File: config.mk
export PLATFORM = sky130hd
export DESIGN_NAME = subtitle_composition_segment_parser_core
export DESIGN_NICKNAME = d
export VERILOG_FILES = /design/src/hdl/scsp_pkg.sv /design/src/hdl/scsp_input_stage.sv /design/src/hdl/scsp_field_parser.sv /design/src/hdl/scsp_result_stage.sv /design/src/hdl/subtitle_composition_segment_parser_core.sv
export SDC_FILE = /design/constraint.sdc
export NUM_CORES = 1
export LEC_CHECK = 0
export BUFFER_PORTS_ARGS = -buffer_cell sky130_fd_sc_hd__buf_4
export CAP_MARGIN = 5
export CORE_MARGIN = 5
export CORE_UTILIZATION = 40
export DETAILED_ROUTE_END_ITERATION = 8
export PLACE_DENSITY = 0.58
export REMOVE_ABC_BUFFERS = 1
export SYNTH_ARGS = -nofsm -noshare
export SYNTH_HDL_FRONTEND = slang
export SYNTH_SLANG_ARGS = --single-unit
File: constraint.sdc
create_clock -name clk -period 13 [get_ports clk]
set_input_delay 1.95 -clock clk [delete_from_list [all_inputs] [get_ports clk]]
set_output_delay 1.95 -clock clk [all_outputs]
set_load 0.01 [all_outputs]
File: src/hdl/scsp_pkg.sv
`default_nettype none

package scsp_pkg;

	// segment layout
	localparam int HEADER_BYTES = 11;
	localparam int OBJECT_BYTES = 8;
	localparam int WORD_COUNT   = 7;
	localparam int BYTE_COUNT   = 3;

	// field offset counter covers a cropped object, the longest unit
	localparam int OFFSET_BITS = $clog2(2 * OBJECT_BYTES);

	localparam logic [OFFSET_BITS-1:0] HDR_LAST_OFFSET   = OFFSET_BITS'(HEADER_BYTES - 1);
	localparam logic [OFFSET_BITS-1:0] OBJ_LAST_PLAIN    = OFFSET_BITS'(OBJECT_BYTES - 1);
	localparam logic [OFFSET_BITS-1:0] OBJ_LAST_CROPPED  = OFFSET_BITS'(2 * OBJECT_BYTES - 1);

	// marker byte values
	localparam logic [7:0] CROP_MARK           = 8'h40;
	localparam logic [7:0] PALETTE_UPDATE_MARK = 8'h80;

	// result kinds
	localparam logic [2:0] KIND_HEADER        = 3'd0;
	localparam logic [2:0] KIND_OBJECT        = 3'd1;
	localparam logic [2:0] KIND_HEADER_SHORT  = 3'd2;
	localparam logic [2:0] KIND_OBJECTS_SHORT = 3'd3;
	localparam logic [2:0] KIND_OBJECT_TRUNC  = 3'd4;

	typedef struct packed {
		logic [7:0]  byte_value;
		logic        segment_start;
		logic [15:0] segment_size;
	} byte_item_t;

	typedef struct packed {
		logic [2:0]  result_kind;
		logic [15:0] word_zero;
		logic [15:0] word_one;
		logic [15:0] word_two;
		logic [15:0] word_three;
		logic [15:0] word_four;
		logic [15:0] word_five;
		logic [15:0] word_six;
		logic [7:0]  byte_zero;
		logic [7:0]  byte_one;
		logic [7:0]  byte_two;
		logic        flag_bit;
	} result_item_t;

	// registered input item handed to the parser
	typedef struct packed {
		logic       valid;
		byte_item_t item;
	} stage_item_t;

	// parser outcome for one step
	typedef struct packed {
		logic         valid;
		result_item_t item;
	} parse_out_t;

endpackage

`default_nettype wire

File: src/hdl/scsp_input_stage.sv
`default_nettype none

module scsp_input_stage (
	input  wire logic                 clk,
	input  wire logic                 arst_n,
	input  wire logic                 byte_valid,
	output logic                      byte_stall,
	input  wire scsp_pkg::byte_item_t byte_item,
	input  wire logic                 advance,
	output scsp_pkg::stage_item_t     stage_s1
);
	import scsp_pkg::*;

	logic       valid_s1;
	byte_item_t item_s1;

	// hold the registered item while the parser cannot advance
	assign byte_stall = valid_s1 && !advance;

	// input register
	always_ff @(posedge clk or negedge arst_n) begin
		if (!arst_n) begin
			valid_s1 <= 1'b0;
		end else if (!byte_stall) begin
			valid_s1 <= byte_valid;
		end
	end

	always_ff @(posedge clk) begin
		if (!byte_stall && byte_valid) begin
			item_s1 <= byte_item;
		end
	end

	assign stage_s1.valid = valid_s1;
	assign stage_s1.item  = item_s1;

endmodule

`default_nettype wire

File: src/hdl/scsp_field_parser.sv
`default_nettype none

module scsp_field_parser (
	input  wire logic                  clk,
	input  wire logic                  arst_n,
	input  wire logic                  step,
	input  wire scsp_pkg::byte_item_t  item,
	output scsp_pkg::parse_out_t       pout
);
	import scsp_pkg::*;

	typedef enum logic [1:0] {
		PH_IDLE,
		PH_HEADER,
		PH_OBJECT
	} phase_t;

	// parse state
	phase_t                 phase_q;
	logic [OFFSET_BITS-1:0] offset_q;
	logic [15:0]            left_q;
	logic [7:0]             objs_q;
	logic [15:0]            words_q [WORD_COUNT];
	logic [7:0]             bytes_q [BYTE_COUNT];
	logic                   crop_q;

	// next state
	phase_t                 phase_n;
	logic [OFFSET_BITS-1:0] offset_n;
	logic [15:0]            left_n;
	logic [7:0]             objs_n;
	logic [15:0]            words_n [WORD_COUNT];
	logic [7:0]             bytes_n [BYTE_COUNT];
	logic                   crop_n;

	logic [15:0]            left_at_byte;
	logic [7:0]             b;
	logic                   res_valid;
	logic                   res_fields;
	logic [2:0]             res_kind;
	result_item_t           res_item;

	assign b = item.byte_value;

	// one byte of parsing
	always_comb begin
		phase_n      = phase_q;
		offset_n     = offset_q;
		left_n       = left_q;
		objs_n       = objs_q;
		words_n      = words_q;
		bytes_n      = bytes_q;
		crop_n       = crop_q;
		left_at_byte = '0;
		res_valid    = 1'b0;
		res_fields   = 1'b0;
		res_kind     = KIND_HEADER;

		// segment start drops any parse in progress
		if (item.segment_start) begin
			offset_n = '0;
			objs_n   = '0;
			for (int i = 0; i < WORD_COUNT; i++) words_n[i] = '0;
			for (int i = 0; i < BYTE_COUNT; i++) bytes_n[i] = '0;
			crop_n = 1'b0;
			if (item.segment_size < 16'(HEADER_BYTES)) begin
				left_n    = '0;
				phase_n   = PH_IDLE;
				res_valid = 1'b1;
				res_kind  = KIND_HEADER_SHORT;
			end else begin
				left_n  = item.segment_size;
				phase_n = PH_HEADER;
			end
		end

		left_at_byte = left_n;
		if (phase_n != PH_IDLE && left_n != '0) begin
			left_n = left_n - 16'd1;
		end

		case (phase_n)
			PH_IDLE: begin
			end
			PH_HEADER: begin
				// header field assembly, big-endian
				case (offset_n)
					4'd0, 4'd1: words_n[0] = {words_n[0][7:0], b};
					4'd2, 4'd3: words_n[1] = {words_n[1][7:0], b};
					4'd4:       bytes_n[0] = b;
					4'd5, 4'd6: words_n[2] = {words_n[2][7:0], b};
					4'd7:       bytes_n[1] = b;
					4'd8:       crop_n     = (b == PALETTE_UPDATE_MARK);
					4'd9:       bytes_n[2] = b;
					default: begin
					end
				endcase
				if (offset_n < HDR_LAST_OFFSET) begin
					offset_n = offset_n + OFFSET_BITS'(1);
				end else begin
					// last header byte carries the object count
					objs_n     = b;
					words_n[3] = {8'd0, b};
					res_valid  = 1'b1;
					if (left_n < 16'(16'(b) * 16'(OBJECT_BYTES))) begin
						res_kind = KIND_OBJECTS_SHORT;
						phase_n  = PH_IDLE;
					end else begin
						res_kind   = KIND_HEADER;
						res_fields = 1'b1;
						offset_n   = '0;
						phase_n    = (b == 8'd0) ? PH_IDLE : PH_OBJECT;
					end
				end
			end
			PH_OBJECT: begin
				if (offset_n == '0 && left_at_byte < 16'(OBJECT_BYTES)) begin
					res_valid = 1'b1;
					res_kind  = KIND_OBJECT_TRUNC;
					phase_n   = PH_IDLE;
				end else begin
					case (offset_n)
						4'd0, 4'd1:   words_n[0] = {words_n[0][7:0], b};
						4'd2:         bytes_n[0] = b;
						4'd3:         crop_n     = (b == CROP_MARK);
						4'd4, 4'd5:   words_n[1] = {words_n[1][7:0], b};
						4'd6, 4'd7:   words_n[2] = {words_n[2][7:0], b};
						4'd8, 4'd9:   words_n[3] = {words_n[3][7:0], b};
						4'd10, 4'd11: words_n[4] = {words_n[4][7:0], b};
						4'd12, 4'd13: words_n[5] = {words_n[5][7:0], b};
						default:      words_n[6] = {words_n[6][7:0], b};
					endcase
					// cropped object needs twice the bytes from its start
					if (offset_n == 4'd3 && crop_n &&
					    (17'(left_at_byte) + 17'd3) < 17'(2 * OBJECT_BYTES)) begin
						res_valid = 1'b1;
						res_kind  = KIND_OBJECT_TRUNC;
						phase_n   = PH_IDLE;
					end else if (offset_n < (crop_n ? OBJ_LAST_CROPPED : OBJ_LAST_PLAIN)) begin
						offset_n = offset_n + OFFSET_BITS'(1);
					end else begin
						res_valid  = 1'b1;
						res_kind   = KIND_OBJECT;
						res_fields = 1'b1;
						offset_n   = '0;
						objs_n     = objs_n - 8'd1;
						if (objs_n == 8'd0) begin
							phase_n = PH_IDLE;
						end
					end
				end
			end
			default: begin
				phase_n = PH_IDLE;
			end
		endcase
	end

	// result fields, all zero on an error
	always_comb begin
		res_item             = '0;
		res_item.result_kind = res_kind;
		if (res_fields) begin
			res_item.word_zero  = words_n[0];
			res_item.word_one   = words_n[1];
			res_item.word_two   = words_n[2];
			res_item.word_three = words_n[3];
			res_item.word_four  = words_n[4];
			res_item.word_five  = words_n[5];
			res_item.word_six   = words_n[6];
			res_item.byte_zero  = bytes_n[0];
			res_item.byte_one   = bytes_n[1];
			res_item.byte_two   = bytes_n[2];
			res_item.flag_bit   = crop_n;
		end
	end

	assign pout.valid = step && res_valid;
	assign pout.item  = res_item;

	// state registers; fields clear after each emitted header or object
	always_ff @(posedge clk or negedge arst_n) begin
		if (!arst_n) begin
			phase_q  <= PH_IDLE;
			offset_q <= '0;
			left_q   <= '0;
			objs_q   <= '0;
			crop_q   <= 1'b0;
			for (int i = 0; i < WORD_COUNT; i++) words_q[i] <= '0;
			for (int i = 0; i < BYTE_COUNT; i++) bytes_q[i] <= '0;
		end else if (step) begin
			phase_q  <= phase_n;
			offset_q <= offset_n;
			left_q   <= left_n;
			objs_q   <= objs_n;
			if (res_fields) begin
				crop_q <= 1'b0;
				for (int i = 0; i < WORD_COUNT; i++) words_q[i] <= '0;
				for (int i = 0; i < BYTE_COUNT; i++) bytes_q[i] <= '0;
			end else begin
				crop_q  <= crop_n;
				words_q <= words_n;
				bytes_q <= bytes_n;
			end
		end
	end

	// error results always leave the parser idle
	assert property (@(posedge clk) disable iff (!arst_n)
		(step && res_valid && res_kind != KIND_HEADER && res_kind != KIND_OBJECT)
		|=> (phase_q == PH_IDLE))
		else $error("parser not idle after error item");

	// header offset never runs past the last header byte
	assert property (@(posedge clk) disable iff (!arst_n)
		(phase_q == PH_HEADER) |-> (offset_q <= HDR_LAST_OFFSET))
		else $error("header offset out of range");

	// object phase always has an object pending
	assert property (@(posedge clk) disable iff (!arst_n)
		(phase_q == PH_OBJECT) |-> (objs_q != 8'd0))
		else $error("object phase with no objects left");

	// uncropped object stays within its plain length
	assert property (@(posedge clk) disable iff (!arst_n)
		(phase_q == PH_OBJECT && !crop_q) |-> (offset_q <= OBJ_LAST_PLAIN))
		else $error("uncropped object offset out of range");

endmodule

`default_nettype wire

File: src/hdl/scsp_result_stage.sv
`default_nettype none

module scsp_result_stage (
	input  wire logic                   clk,
	input  wire logic                   arst_n,
	input  wire scsp_pkg::parse_out_t   pout,
	output logic                        advance,
	output logic                        result_valid,
	input  wire logic                   result_stall,
	output scsp_pkg::result_item_t      result_item
);
	import scsp_pkg::*;

	logic         valid_q;
	result_item_t item_q;

	// result register frees up when empty or being taken
	assign advance = !valid_q || !result_stall;

	always_ff @(posedge clk or negedge arst_n) begin
		if (!arst_n) begin
			valid_q <= 1'b0;
		end else if (advance) begin
			valid_q <= pout.valid;
		end
	end

	always_ff @(posedge clk) begin
		if (advance && pout.valid) begin
			item_q <= pout.item;
		end
	end

	assign result_valid = valid_q;
	assign result_item  = item_q;

endmodule

`default_nettype wire

File: src/hdl/subtitle_composition_segment_parser_core.sv
// channel  | handshake                  | payload
// ---------+----------------------------+-----------------------------
// byte     | byte_valid / byte_stall    | byte_item   (byte_item_t)
// result   | result_valid / result_stall| result_item (result_item_t)
//
// one byte item per cycle unless stalled; a byte's result is registered in the result register
// the rate is set by the combinational parse step between input and result registers
// arst_n clears the parse phase, counters and fields; the block then waits for a segment start
// a stalled result holds the result register, which in turn holds the input register
// bytes that produce no result still pass through the parse step in order

`default_nettype none

module subtitle_composition_segment_parser_core (
	input  wire logic                   clk,
	input  wire logic                   arst_n,
	input  wire logic                   byte_valid,
	output logic                        byte_stall,
	input  wire scsp_pkg::byte_item_t   byte_item,
	output logic                        result_valid,
	input  wire logic                   result_stall,
	output scsp_pkg::result_item_t      result_item
);
	import scsp_pkg::*;

	stage_item_t stage_s1;
	parse_out_t  pout;
	logic        advance;

	// input register
	scsp_input_stage u_input (
		.clk        (clk),
		.arst_n     (arst_n),
		.byte_valid (byte_valid),
		.byte_stall (byte_stall),
		.byte_item  (byte_item),
		.advance    (advance),
		.stage_s1   (stage_s1)
	);

	// parse step
	scsp_field_parser u_parser (
		.clk    (clk),
		.arst_n (arst_n),
		.step   (stage_s1.valid && advance),
		.item   (stage_s1.item),
		.pout   (pout)
	);

	// result register
	scsp_result_stage u_result (
		.clk          (clk),
		.arst_n       (arst_n),
		.pout         (pout),
		.advance      (advance),
		.result_valid (result_valid),
		.result_stall (result_stall),
		.result_item  (result_item)
	);

endmodule

`default_nettype wire
# == Yosys cells after proc, flatten, opt, wreduce, memory -nomap -nowiden ==
# Cells that the tools add are included.
# word_totals
latchBits,0
ff_bits,334
romBits,0
inputBits,29
ram_bits,0
mem_count,0
# op_classes
div,0
bitwise_logic,0
addsub,4
mul,0
eq_ne,17
n_lt_le_gt_ge,6
reduce_logical,29
mux,80
n_shift,0
# ops
operator,count
112-bit 2-to-1 mux,3
16-bit 2-to-1 mux,14
64-bit one-hot mux with 2 select lines,1
8-bit 2-to-1 mux,10
24-bit 2-to-1 mux,2
48-bit 2-to-1 mux,1
"16-bit by 4-bit less-than comparator with 1-bit output, second input constant",2
8-bit one-hot mux with 2 select lines,2
4-bit 2-to-1 mux,7
"4-bit == test, second input constant",6
2-bit 2-to-1 mux,10
1-bit 2-to-1 mux,19
"16-bit by 2-bit adder with 17-bit output, second input constant",1
"17-bit by 5-bit less-than comparator with 1-bit output, second input constant",1
"4-bit by 3-bit == test with 1-bit output, second input constant",4
8-bit zero test,2
16-bit by 11-bit less-than comparator with 1-bit output,1
16-bit nonzero test,1
2-bit OR reduction,8
"16-bit by 1-bit subtractor with 16-bit output, second input constant",1
3-bit 2-to-1 mux,5
14-bit OR reduction,1
1-bit logical AND,9
"4-bit by 2-bit == test with 1-bit output, second input constant",2
18 further kinds,23

# == Longest topological paths before layout ==
# Gate-level depths: netlist of run 1.
# depth
depth_word,15
mapped_depth,27
depth_no_buf,20

# == Cells and area by module ==
# A second synthesis of run 1 with hierarchy kept.
# hier_totals
cells_unflattened,1797
hier_area_um2,17762.0
# modules_own_cells
mod,area_per_inst_um2,n_inst,seq_area_each_um2,cells_per_inst
scsp_field_parser,12688.4,1,4179.0,1621
scsp_result_stage,4251.6,1,4229.1,144
scsp_input_stage,815.8,1,775.7,31
subtitle_composition_segment_parser_core,6.3,1,0.0,1

# == Worst setup path after synthesis of run 1 ==
# No wires, ideal clock.
# synth_timing
path_kind,register -> register
startpoint,register u_input.item_s1 (netlist bit u_input.stage_s1[16])
endpoint,register u_result.item_q (netlist bit u_result.result_item[0]) (enable)
stages_incl_launch_ff,19
required_time_ps,12352
arrival_ps,9742
path_buffers,7
slack_ps,2610
cell_sequence,edfxtp_1 -> buf_6 -> buf_8 -> buf_2 -> buf_2 -> buf_1 -> mux2_2 -> nand2_1 -> ha_1 -> clkbuf_1 -> xor2_1 -> nand2_1 -> o2111ai_1 -> nand4_1 -> nor4_4 -> a31oi_2 -> buf_4 -> a31o_1 -> a221oi_2
# synth_via
elab_chain_cells,13
word_cells_on_any_way,28
# synth_rtl
item,line,rtl
start: declaration,scsp_input_stage.sv:15,byte_item_t item_s1;
start signal: assignment,scsp_input_stage.sv:31,item_s1 <= byte_item;
branches (longest 10 deep; another with 16-bit by 2-bit adder with 17-bit output),n/a,
1-bit one-hot mux with 2 select lines (*),scsp_field_parser.sv:82,case (phase_n)
1-bit logical AND (*),scsp_field_parser.sv:178,assign pout.valid = step && res_valid;
1-bit logical AND (*),scsp_result_stage.sv:29,if (advance && pout.valid) begin
end signal: assignment,scsp_result_stage.sv:30,item_q <= pout.item;
end: declaration,scsp_result_stage.sv:15,result_item_t item_q;
# Every way passes the cells marked *. The select of a mux whose other input is x is not followed.
# A chain may end at the register's enable or synchronous reset.

# == Worst setup path in the final report of run 1 ==
# layout_timing
startpoint,register u_input.item_s1 (netlist bit u_input.stage_s1[16])
endpoint,register u_result.item_q (netlist bit u_result.result_item[24]) (data pin)
# layout_via
word_cells_on_any_way,39
# layout_lines
item,line,rtl
branches (longest 3 deep; another with 16-bit by 1-bit subtractor with 16-bit output),n/a,
16-bit 2-to-1 mux (*),scsp_field_parser.sv:78,if (phase_n != PH_IDLE && left_n != '0) begin
net u_parser.left_n[5],scsp_field_parser.sv:30,logic [15:0] left_n;
16-bit by 11-bit less-than comparator with 1-bit output (*),scsp_field_parser.sv:105,if (left_n < 16'(16'(b) * 16'(OBJECT_BYTES))) begin
1-bit 2-to-1 mux (*),scsp_field_parser.sv:105,
1-bit 2-to-1 mux (*),scsp_field_parser.sv:98,if (offset_n < HDR_LAST_OFFSET) begin
1-bit one-hot mux with 2 select lines (*),scsp_field_parser.sv:82,
# Mark *: on every way through the listed nets, which the timed path passes. The select of a mux whose other input is x is not followed.

==> impl_metrics.env, run 1 <==
export IMPL_fin_tns_setup_ns=0
export IMPL_synthCells=1760
export IMPL_ys_ff_latch=334
export IMPL_cts_tree="built"
export IMPL_start_util_pct=40.5
export IMPL_io_buffers=170
export IMPL_hold_depth=2
export IMPL_routed_via_count=14260
export IMPL_r2r_end="u_result.result_item[24]"
export IMPL_regArea_sq_um=9180
export IMPL_synth_area_sq_um=17400
export IMPL_syn2layout_area_growth_pct=16.3
export IMPL_grt_use_total_pct=21.4
export IMPL_drive_gt1_share_pct=16.9
export IMPL_hold_start="u_parser.words_q[63]"
export IMPL_min_path_type="reg -> reg"
export IMPL_path_cells="buf_4 -> buf_4 -> o21ai_0 -> ha_1 -> inv_1 -> o21ai_0 -> nor4_1 -> nand2_1 -> xor2_1 -> ha_1 -> a21o_1 -> a21o_1 -> a21oi_1 -> a21oi_1 -> a31oi_1 -> nand4_1 -> nand2_1 -> and2_4 -> buf_4 -> nor2_1"
export IMPL_slew_viol_final=0
export IMPL_place_hpwl_microns=32900
export IMPL_clock_skew_ns=0.0221
export IMPL_slowest_stage="buf_4"
export IMPL_hold_viol_final=0
export IMPL_cts_sinks=334
export IMPL_clockPowerShare_pct=38.3
export IMPL_cts_buffer_depth=3
export IMPL_peakVddDrop_uv=92.8
export IMPL_path_class="reg -> reg"
export IMPL_period_needed_ns=7.52
export IMPL_dieArea_sq_um=47900
export IMPL_place_gp_congestion=0.903
export IMPL_maxCapViolations=0
export IMPL_crit_fanout=99
export IMPL_die_y_microns=219
export IMPL_worstMarginPinSlew_ns=1.19
export IMPL_worst_path_most_repeated_cell="buf_4"
export IMPL_r2r_start="u_input.stage_s1[16]"
export IMPL_fin_crit_sh_pct=57.9
export IMPL_num_fill_cells=4058
export IMPL_cts_reportedPaths_clkPinSlew_ns=0.06
export IMPL_synth_edff_count=165
export IMPL_clock_root_buffer="clkbuf_16"
export IMPL_ant_nets=0
export IMPL_cts_resized=0
export IMPL_htreeDepth=2
export IMPL_arrival_ns=7.78
export IMPL_p_leak_nw=8.22
export IMPL_avgSynthCellArea_sq_um=9.91
export IMPL_place_inst=2405
export IMPL_antenna_found_initial=0
export IMPL_internal_power_w=0.00193
export IMPL_viasPerCell=5.76
export IMPL_async_reset_ff_share_pct=50.6
export IMPL_wl_per_cell_microns=21.0
export IMPL_grt_pass1_vias=13983
export IMPL_synth_distinct_cells=84
export IMPL_antenna_cells=0
export IMPL_clk_insertion_delay_late_ns=0.57
export IMPL_drc=0
export IMPL_core_area_sq_um=43100
export IMPL_grt_max_degree=100
export IMPL_outcome="finished clean"
export IMPL_timing_final_setup_violations=0
export IMPL_p_sw_w=0.000816
export IMPL_dr_pass1_iters=7
export IMPL_ioPinCount=171
export IMPL_ys_flop_type="dfrtp_1"
export IMPL_ys_warnings_count=0
export IMPL_rows=76
export IMPL_pwr_share_comb_pct=16.5
export IMPL_rsz0062_at_grt="no"
export IMPL_drt_iter0_drc=1256
export IMPL_multiInputGateArea_sq_um=7370
export IMPL_cp_data_required_time_ns=13.26
export IMPL_stdcell_count=2475
export IMPL_critPathMaxStageDelay_ns=0.85
export IMPL_fp_dieW_microns=219
export IMPL_reg2reg_depth=20
export IMPL_cts_setup_buffers=0
export IMPL_p_seq_share_pct=45.1
export IMPL_cts_hold_buf=0
export IMPL_holdPathEnd="u_parser.words_q[63]"
export IMPL_worstSetupEndpointType="flop"
export IMPL_switching_share_pct=29.8
export IMPL_fmax_mhz=133
export IMPL_routed_wirelength_microns=52000
export IMPL_grt_pass1_wl_microns=81800
export IMPL_p_per_area_nw_per_um2=135
export IMPL_rrSetupSlack_ns=5.48
export IMPL_cp_start_kind="flop"
export IMPL_slew_headroom_pct=21.0
export IMPL_gr_total_overflow=0
export IMPL_synth_yosys_seq_area_share_pct=52.7
export IMPL_cts_buffers=38
export IMPL_fin_nets=1909
-- routing by layer --
layer	track usage [%]	wire length (microns)	vias up
li1	-	-	6650
met5	0	0	-
met2	35.0	25300	429
met4	6.18	1320	0
met3	3.10	2720	87
met1	29.7	22600	7094
-- placed cells by master (no fill, tap or decap), types with 11 or more instances in the layout --
cell type and n:
nand2_1 237, buf_4 205, dfrtp_1 169, nor2_1 166
edfxtp_1 165, o21ai_0 122, a21oi_1 77, mux2i_1 68
inv_1 66, nor3_1 53, o21ai_1 44, o22ai_1 42
clkbuf_16 38, nand3_1 36, a221oi_1 36, a32o_1 23
a22oi_1 22, and3_1 21, nor2b_1 20, xor2_1 18
ha_1 18, o32ai_1 16, mux2_2 14, nor4_1 11
a31oi_1 11
-- through the flow --
step	cell area [sq um]	total power [W]	util (%)	setup slack [ns]	hold WS, ns
CTS	20300	0.00276	47.1	5.49	0.485
floorplan	16700	0.00155	-	0.899	0.449
detailed placement	19100	0.00171	44.3	5.51	0.466
global route	20300	0.00287	47.1	4.97	0.492
finish	20300	0.00274	47.1	5.48	0.482
global placement	19100	0.00169	44.3	5.66	0.463
-- worst max path at each step --
stage	startpoint	to	slack, ns	depth (start not counted)
final	u_input.stage_s1[16]	u_result.result_item[24]	5.48	20
after global routing	u_input.stage_s1[16]	u_result.result_item[77]	4.97	20
after CTS	u_input.stage_s1[16]	u_result.result_item[24]	5.49	20
after detailed placement	u_input.stage_s1[16]	u_result.result_item[18]	5.51	20
after global placement	u_input.stage_s1[16]	u_result.result_item[88]	5.66	20
after floorplan	u_input.stage_s1[16]	u_result.result_item[0]	0.90	6
-- power groups by stage --
stage | registers [W] | clock network, W | logic, W
final | 0.00124 | 0.00105 | 0.000453
after global routing | 0.00124 | 0.00112 | 0.000505
after CTS | 0.00123 | 0.00107 | 0.000452
after detailed placement | 0.00125 | 0 | 0.000451
after global placement | 0.00125 | 0 | 0.000441
after floorplan | 0.00125 | 0 | 0.000303
-- final cells by class --
cell class | instances | area share, %
inverter | 67 | 1.24
multi-input combinational | 1213 | 36.3
sequential | 334 | 45.3
clock buffer | 46 | 4.98
tap | 585 | 3.61
clock inverter | 24 | 0.956
timing repair buffer | 206 | 7.64
-- cells in the mapped netlist, types with 4 or more instances --
cell type	count	area [sq um]
and3_1	21	131
and2_1	7	43.8
inv_1	66	248
nor2_1	166	623
xor2_1	18	158
a32o_1	23	230
a21o_1	9	67.6
o221ai_1	4	35.0
mux2i_1	68	681
nand2_1	239	897
o2111ai_1	4	35.0
nand4_1	7	43.8
buf_6	6	67.6
nor4_1	13	81.3
a31oi_1	11	68.8
a41o_1	4	40.0
a221oi_1	36	315
ha_1	20	250
a22o_1	10	87.6
o22ai_1	42	263
buf_4	14	105
buf_2	22	110
a221oi_2	4	60.1
clkbuf_1	94	353
o21ai_0	122	611
o2bb2ai_1	8	70.1
nor3b_1	10	75.1
or4_1	4	30.0
xnor2_1	6	52.6
nand3b_1	5	37.5
nand3_1	37	185
edfxtp_1	165	4950
buf_1	7	26.3
nor3_1	53	265
o21ai_1	46	230
o32ai_1	16	140
mux2_2	14	158
a221o_1	5	50.1
a22oi_1	22	165
a21oi_1	77	385
dfrtp_1	169	4230
o31ai_1	7	52.6
nor2b_1	20	125
-- state kept, by name, indices dropped and copies added, names as in the netlist --
register,cells
u_parser.bytes_q,24
u_parser.phase_q,2
u_parser.words_q,112
u_parser.crop_q,1
u_input.valid_s1,1
u_parser.offset_q,4
u_parser.objs_q,8
u_input.stage_s1,25
u_parser.left_q,16
u_result.result_valid,1
u_result.result_item,140
-- logic make-up (layout without fill, tap and decap cells) --
kind of cell | after synthesis | count (layout) | synth area share [%]
AOI/OAI and AO/OA | 476 | 476 | 18.1
xor gates and xnor gates | 24 | 24 | 1.21
adders and majority gates | 20 | 20 | 1.43
buffers and inverters | 213 | 343 | 5.44
DFF | 334 | 334 | 52.7
muxes | 82 | 82 | 4.81
and+or+nand+nor | 611 | 611 | 16.4
-- critical path, delay by kind of cell, from the launching register on --
kind	cells	cell delay (ns)
xor gates and xnor gates	1	0.18
AOI/OAI and AO/OA	7	1.32
buffers and inverters	4	2.33
adders and majority gates	2	0.64
and+or+nand+nor	6	2.16
DFF	1	0.35
Power figures use the tool's default switching activity.
==> run 2, diff against run 1 <==
--- a/config.mk
+++ b/config.mk
@@ -10,7 +10,7 @@
 export CORE_MARGIN = 5
 export CORE_UTILIZATION = 40
 export DETAILED_ROUTE_END_ITERATION = 8
-export PLACE_DENSITY = 0.58
+export PLACE_DENSITY = 0.6
 export REMOVE_ABC_BUFFERS = 1
 export SYNTH_ARGS = -nofsm -noshare
 export SYNTH_HDL_FRONTEND = slang
==> constraint.sdc (replaced) <==
create_clock -name clk -period 6.49 [get_ports clk]
set_input_delay 0.9735 -clock clk [delete_from_list [all_inputs] [get_ports clk]]
set_output_delay 0.9735 -clock clk [all_outputs]
set_load 0.01 [all_outputs]
==> run 2 against run 1 <==
Against the previous run: global-route usage is 0.23 points lower; design area is 0.92% higher; die area stayed put; sequential cell count stayed put; critical path depth is 2 higher; cell count is 0.36% higher; worst setup slack worse by 4.9 ns; maximum frequency is 27% higher.
==> impl_metrics.env, run 2 (synthesis gave the netlist of run 1 again) <==
export IMPL_outcome="finished clean"
export IMPL_r2r_end="u_result.result_item[22]"
export IMPL_cp_data_required_time_ns=6.78
export IMPL_rrSetupSlack_ns=0.55
export IMPL_dp_slack_ns=0.557
export IMPL_slowest_stage="and2_4"
export IMPL_period_needed_ns=5.94
export IMPL_routed_wirelength_microns=51300
export IMPL_fin_crit_sh_pct=91.5
export IMPL_viasPerCell=5.76
export IMPL_dieArea_sq_um=47900
export IMPL_maxCapViolations=0
export IMPL_timing_final_setup_violations=0
export IMPL_drive_gt1_share_pct=17.3
export IMPL_clock_skew_ns=0.0219
export IMPL_worstSetupEndpointType="flop"
export IMPL_hold_viol_final=0
export IMPL_gr_total_overflow=0
export IMPL_grt_pass1_vias=13932
export IMPL_cts_hold_buf=0
export IMPL_grt_max_degree=91
export IMPL_ioPinCount=171
export IMPL_critPathMaxStageDelay_ns=0.64
export IMPL_start_util_pct=40.5
export IMPL_core_area_sq_um=43100
export IMPL_dr_pass1_iters=5
export IMPL_path_cells="nor4b_4 -> and4_1 -> nand2_1 -> o21ai_0 -> ha_1 -> inv_1 -> o21ai_0 -> nor4_1 -> nand2_1 -> xor2_1 -> ha_1 -> a21o_1 -> a21o_1 -> a21oi_1 -> a21oi_1 -> a31oi_1 -> nand4_1 -> nand2_1 -> buf_4 -> and2_4 -> buf_12 -> nor2_1"
export IMPL_pwr_share_comb_pct=16.5
export IMPL_worstPathBufferInverterCount=3
export IMPL_worstMarginPinSlew_ns=1.17
export IMPL_cpLargestDelayFamily="simple AND/OR/NAND/NOR gates"
export IMPL_cts_setup_buffers=0
export IMPL_clock_root_buffer="clkbuf_16"
export IMPL_rows=76
export IMPL_rsz0062_at_grt="no"
export IMPL_layout_setup_ws_ns=0.549
export IMPL_p_sw_w=0.00163
export IMPL_cts_buffer_depth=3
export IMPL_cts_buffers=39
export IMPL_cts_resized=0
export IMPL_cts_sinks=334
export IMPL_htreeDepth=2
export IMPL_place_gp_congestion=0.920
export IMPL_grt_pass1_wl_microns=80800
export IMPL_antenna_found_initial=0
export IMPL_syn2layout_area_growth_pct=17.4
export IMPL_fmax_mhz=168
export IMPL_layout_commonest_cell="nand2_1"
export IMPL_p_per_area_nw_per_um2=273
export IMPL_slew_headroom_pct=22.0
export IMPL_min_path_type="in -> async"
export IMPL_place_hpwl_microns=33100
export IMPL_drc=0
export IMPL_clockPowerShare_pct=39.2
export IMPL_cp_start_kind="flop"
export IMPL_worst_path_most_repeated_cell="nand2_1"
export IMPL_slew_viol_final=0
export IMPL_p_seq_share_pct=44.3
export IMPL_wl_per_cell_microns=20.7
export IMPL_drt_iter0_drc=1097
export IMPL_largest_reg_flops=140
export IMPL_die_y_microns=219
export IMPL_arrival_ns=6.23
export IMPL_peakVddDrop_uv=171
export IMPL_routed_via_count=14320
export IMPL_internal_power_w=0.00396
export IMPL_clk_insertion_delay_late_ns=0.57
export IMPL_fin_nets=1916
export IMPL_crit_fanout=60
export IMPL_grt_use_total_pct=21.1
export IMPL_r2r_start="u_input.stage_s1[16]"
export IMPL_power_w=0.00559
export IMPL_cts_reportedPaths_clkPinSlew_ns=0.06
export IMPL_switching_share_pct=29.2
export IMPL_p_leak_nw=8.30
export IMPL_fp_dieW_microns=219
export IMPL_reg2reg_depth=22
export IMPL_io_buffers=170
export IMPL_ant_nets=0
export IMPL_cts_tree="built"
export IMPL_most_common_layout_cells="237 x nand2_1, 207 x buf_4, 169 x dfrtp_1"
export IMPL_path_class="reg -> reg"
## run 2: final cells by class
type                       instances  area (sq um)
timing repair buffer             212          1650
multi-input combinational       1213          7380
tap                              585           732
clock buffer                      50          1070
inverter                          67           251
antenna                            1          2.50
fill                            4035         22600
sequential                       334          9180
clock inverter                    22           216
## run 2: per-layer routing
| layer | up-vias | part of all wire [%] | track usage, % | wire, microns |
|---|---|---|---|---|
| met3 | 107 | 6.0 | 3.39 | 3060 |
| met5 | - | 0 | 0 | 0 |
| li1 | 6654 | - | - | - |
| met4 | 0 | 3.2 | 6.87 | 1630 |
| met2 | 503 | 48 | 34.2 | 24400 |
| met1 | 7056 | 43 | 29.3 | 22200 |
## run 2: metrics by stage
stage / setup TNS (ns) / cells / instance area (sq um) / hold WS, ns / utilization [%]
after floorplan: -1292.53 / 1614 / 16700 / 0.449 / -
after detailed placement: 0 / 2411 / 19200 / 0.467 / 44.5
after CTS: 0 / 2483 / 20500 / 0.243 / 47.5
after global placement: 0 / 2411 / 19200 / 0.463 / 44.5
after global routing: 0 / 2483 / 20500 / 0.258 / 47.5
final: 0 / 2484 / 20500 / 0.258 / 47.5
## run 2: power by group through the flow
| stage | registers [W] | logic [W] | clock network, W |
|---|---|---|---|
| floorplan | 0.00250 | 0.000607 | 0 |
| global placement | 0.00251 | 0.000901 | 0 |
| detailed placement | 0.00251 | 0.000917 | 0 |
| CTS | 0.00247 | 0.000921 | 0.00224 |
| global route | 0.00250 | 0.00103 | 0.00233 |
| finish | 0.00248 | 0.000924 | 0.00219 |
## run 2: how the worst max path moves through the flow
| stage | start | end | slack (ns) | cells past startpoint |
|---|---|---|---|---|
| 2_1_floorplan | u_input.stage_s1[16] | u_result.result_item[0] | -5.61 | 6 |
| 3_3_place_gp | u_input.stage_s1[16] | u_result.result_item[24] | 0.69 | 22 |
| 6_report | u_input.stage_s1[16] | u_result.result_item[22] | 0.55 | 22 |
| 3_5_place_dp | u_input.stage_s1[16] | u_result.result_item[22] | 0.56 | 22 |
| 5_1_grt | u_input.stage_s1[16] | u_result.result_item[24] | 0.08 | 22 |
| 4_1_cts | u_input.stage_s1[16] | u_result.result_item[22] | 0.53 | 22 |
==> run 3, diff against run 2 <==
--- a/config.mk
+++ b/config.mk
@@ -7,10 +7,10 @@
 export LEC_CHECK = 0
 export BUFFER_PORTS_ARGS = -buffer_cell sky130_fd_sc_hd__buf_4
 export CAP_MARGIN = 5
-export CORE_MARGIN = 5
+export CORE_MARGIN = 2
 export CORE_UTILIZATION = 40
 export DETAILED_ROUTE_END_ITERATION = 8
-export PLACE_DENSITY = 0.6
+export PLACE_DENSITY_LB_ADDON = 0.12
 export REMOVE_ABC_BUFFERS = 1
 export SYNTH_ARGS = -nofsm -noshare
 export SYNTH_HDL_FRONTEND = slang
==> run 3 against run 2 <==
Against the previous run: sequential power barely moved; sequential cell count did not move; via count fell by 0.78%; routed wire length fell by 0.16%; clock power rose by 2%; combinational power barely moved; cell count fell by 0.44%; critical path type unchanged; highest routed layer unchanged.
==> impl_metrics.env, run 3 (synthesis gave the netlist of run 1 again) <==
export IMPL_num_fill_cells=4088
export IMPL_timing_final_setup_violations=0
export IMPL_grt_use_total_pct=22.6
export IMPL_grt_busiest_layer="met2"
export IMPL_grt_max_degree=123
export IMPL_cts_reportedPaths_clkPinSlew_ns=0.06
export IMPL_fp_dieW_microns=213
export IMPL_cp_data_required_time_ns=6.76
export IMPL_path_class="reg -> reg"
export IMPL_viasPerCell=5.75
export IMPL_clock_skew_ns=0.0174
export IMPL_maxCapViolations=0
export IMPL_drt_iter0_drc=1100
export IMPL_stdcell_count=2473
export IMPL_place_inst=2404
export IMPL_worstMarginPinSlew_ns=1.20
export IMPL_hold_viol_final=0
export IMPL_crit_fanout=122
export IMPL_place_gp_congestion=0.906
export IMPL_grt_pass1_vias=13552
export IMPL_cts_buffers=38
export IMPL_drc=0
export IMPL_cts_tree="built"
export IMPL_met2_usage_pct=35.7
export IMPL_clk_insertion_delay_late_ns=0.56
export IMPL_io_buffers=170
export IMPL_routed_wirelength_microns=51300
export IMPL_p_per_area_nw_per_um2=276
export IMPL_final_util_pct=47.4
export IMPL_htreeDepth=2
export IMPL_wl_per_cell_microns=20.7
export IMPL_start_util_pct=40.5
export IMPL_antenna_cells=0
export IMPL_place_hpwl_microns=32400
export IMPL_cp_start_kind="flop"
export IMPL_drive_gt1_share_pct=16.8
export IMPL_fin_area_sq_um=20400
export IMPL_use_met1_pct=31.6
export IMPL_ioPinCount=171
export IMPL_syn2layout_area_growth_pct=17.1
export IMPL_holdWs_ns=0.484
export IMPL_slew_viol_final=0
export IMPL_antenna_found_initial=0
export IMPL_die_y_microns=213
export IMPL_placed_area_sq_um=19100
export IMPL_slew_headroom_pct=19.9
export IMPL_rsz0062_at_grt="no"
export IMPL_use_met3_pct=3.82
export IMPL_cts_resized=0
export IMPL_period_needed_ns=5.61
export IMPL_p_leak_nw=8.28
export IMPL_dieArea_sq_um=45300
export IMPL_peakVddDrop_uv=175
export IMPL_fin_crit_sh_pct=86.5
export IMPL_largest_reg_flops=140
export IMPL_cts_setup_buffers=0
export IMPL_worstSetupEndpointType="flop"
export IMPL_routed_via_count=14208
export IMPL_fmax_mhz=178
export IMPL_ant_nets=0
export IMPL_grt_pass1_wl_microns=79300
export IMPL_arrival_ns=5.88
export IMPL_dr_pass1_iters=5
export IMPL_clock_root_buffer="clkbuf_16"
export IMPL_layout_commonest_cell="nand2_1"
export IMPL_fin_nets=1908
export IMPL_cts_hold_buf=0
export IMPL_cts_buffer_depth=3
export IMPL_core_area_sq_um=43100
export IMPL_most_common_layout_cells="237 x nand2_1, 199 x buf_4, 169 x dfrtp_1"
export IMPL_cts_sinks=334
export IMPL_min_path_type="reg -> reg"
export IMPL_outcome="finished clean"
export IMPL_gr_total_overflow=0
export IMPL_rows=76
==> run 3: cell count changes in the layout (fill, tap and decap cells not counted), sizes merged <==
cell / previous run / this run
inv: 69 / 70
clkinvlp: 4 / 1
diode: 1 / 0
bufinv: 3 / 5
buf: 212 / 205
clkinv: 13 / 10
==> run 3: power by group <==
part | internal (W) | leakage (nW) | total [W] | switching (W)
Combinational | 0.000316 | 3.60 | 0.000926 | 0.000611
Sequential | 0.00235 | 4.05 | 0.00247 | 0.000127
Clock | 0.00135 | 0.629 | 0.00224 | 0.000888
Total | 0.00401 | 8.28 | 0.00564 | 0.00163
==> run 3: final timing paths <==
| check | slack [ns] | depth (start not counted) | start | endpoint |
|---|---|---|---|---|
| worst max-delay path | 0.88 | 19 | u_input.stage_s1[16] | u_result.result_item[34] |
| worst min-delay path | 0.48 | 1 | u_parser.bytes_q[10] | u_parser.bytes_q[10] |
| max in group asynchronous | 4.62 | 2 | arst_n | u_parser.words_q[48] |
| min in group asynchronous | 0.50 | 1 | arst_n | u_parser.words_q[89] |
| worst min register to register | 0.48 | 1 | u_parser.bytes_q[10] | u_parser.bytes_q[10] |
| worst max register to register | 0.88 | 19 | u_input.stage_s1[16] | u_result.result_item[34] |
==> run 3: per-layer routing <==
layer | vias to the layer above | share of wire (%)
li1 | 6649 | -
met1 | 6979 | 44
met2 | 480 | 47
met3 | 100 | 6.1
met4 | 0 | 2.8
met5 | - | 0
==> run 3: critical path, cell delays in order, from the launching register on <==
cell,delay [ns]
edfxtp_1,0.41
buf_12,0.48
o21ai_0,0.37
ha_1,0.35
inv_1,0.13
o21ai_0,0.27
nor4_1,0.47
nand2_1,0.13
xor2_1,0.18
ha_1,0.33
a21o_1,0.17
a21o_1,0.17
a21oi_1,0.18
a21oi_1,0.11
a31oi_1,0.17
nand4_1,0.20
nand2_1,0.14
and2_4,0.56
buf_12,0.32
nor3_1,0.08
==> run 3: cell type report <==
type / instances / area, sq um / share of cell area [%]
Tap cell: 585 / 732 / 3.58
Inverter: 67 / 251 / 1.23
Multi-Input combinational cell: 1213 / 7380 / 36.1
Clock inverter: 19 / 228 / 1.11
Clock buffer: 50 / 1060 / 5.17
Sequential cell: 334 / 9180 / 44.9
Timing Repair Buffer: 205 / 1610 / 7.86
==> run 3: stage by stage <==
| step | worst slack [ns] | TNS [ns] | power, W |
|---|---|---|---|
| 3_5_place_dp | 0.915 | 0 | 0.00343 |
| 4_1_cts | 0.892 | 0 | 0.00568 |
| 2_1_floorplan | -5.61 | -1292.53 | 0.00311 |
| 5_1_grt | 0.412 | 0 | 0.00589 |
| 6_report | 0.877 | 0 | 0.00564 |
| 3_3_place_gp | 1.05 | 0 | 0.00341 |
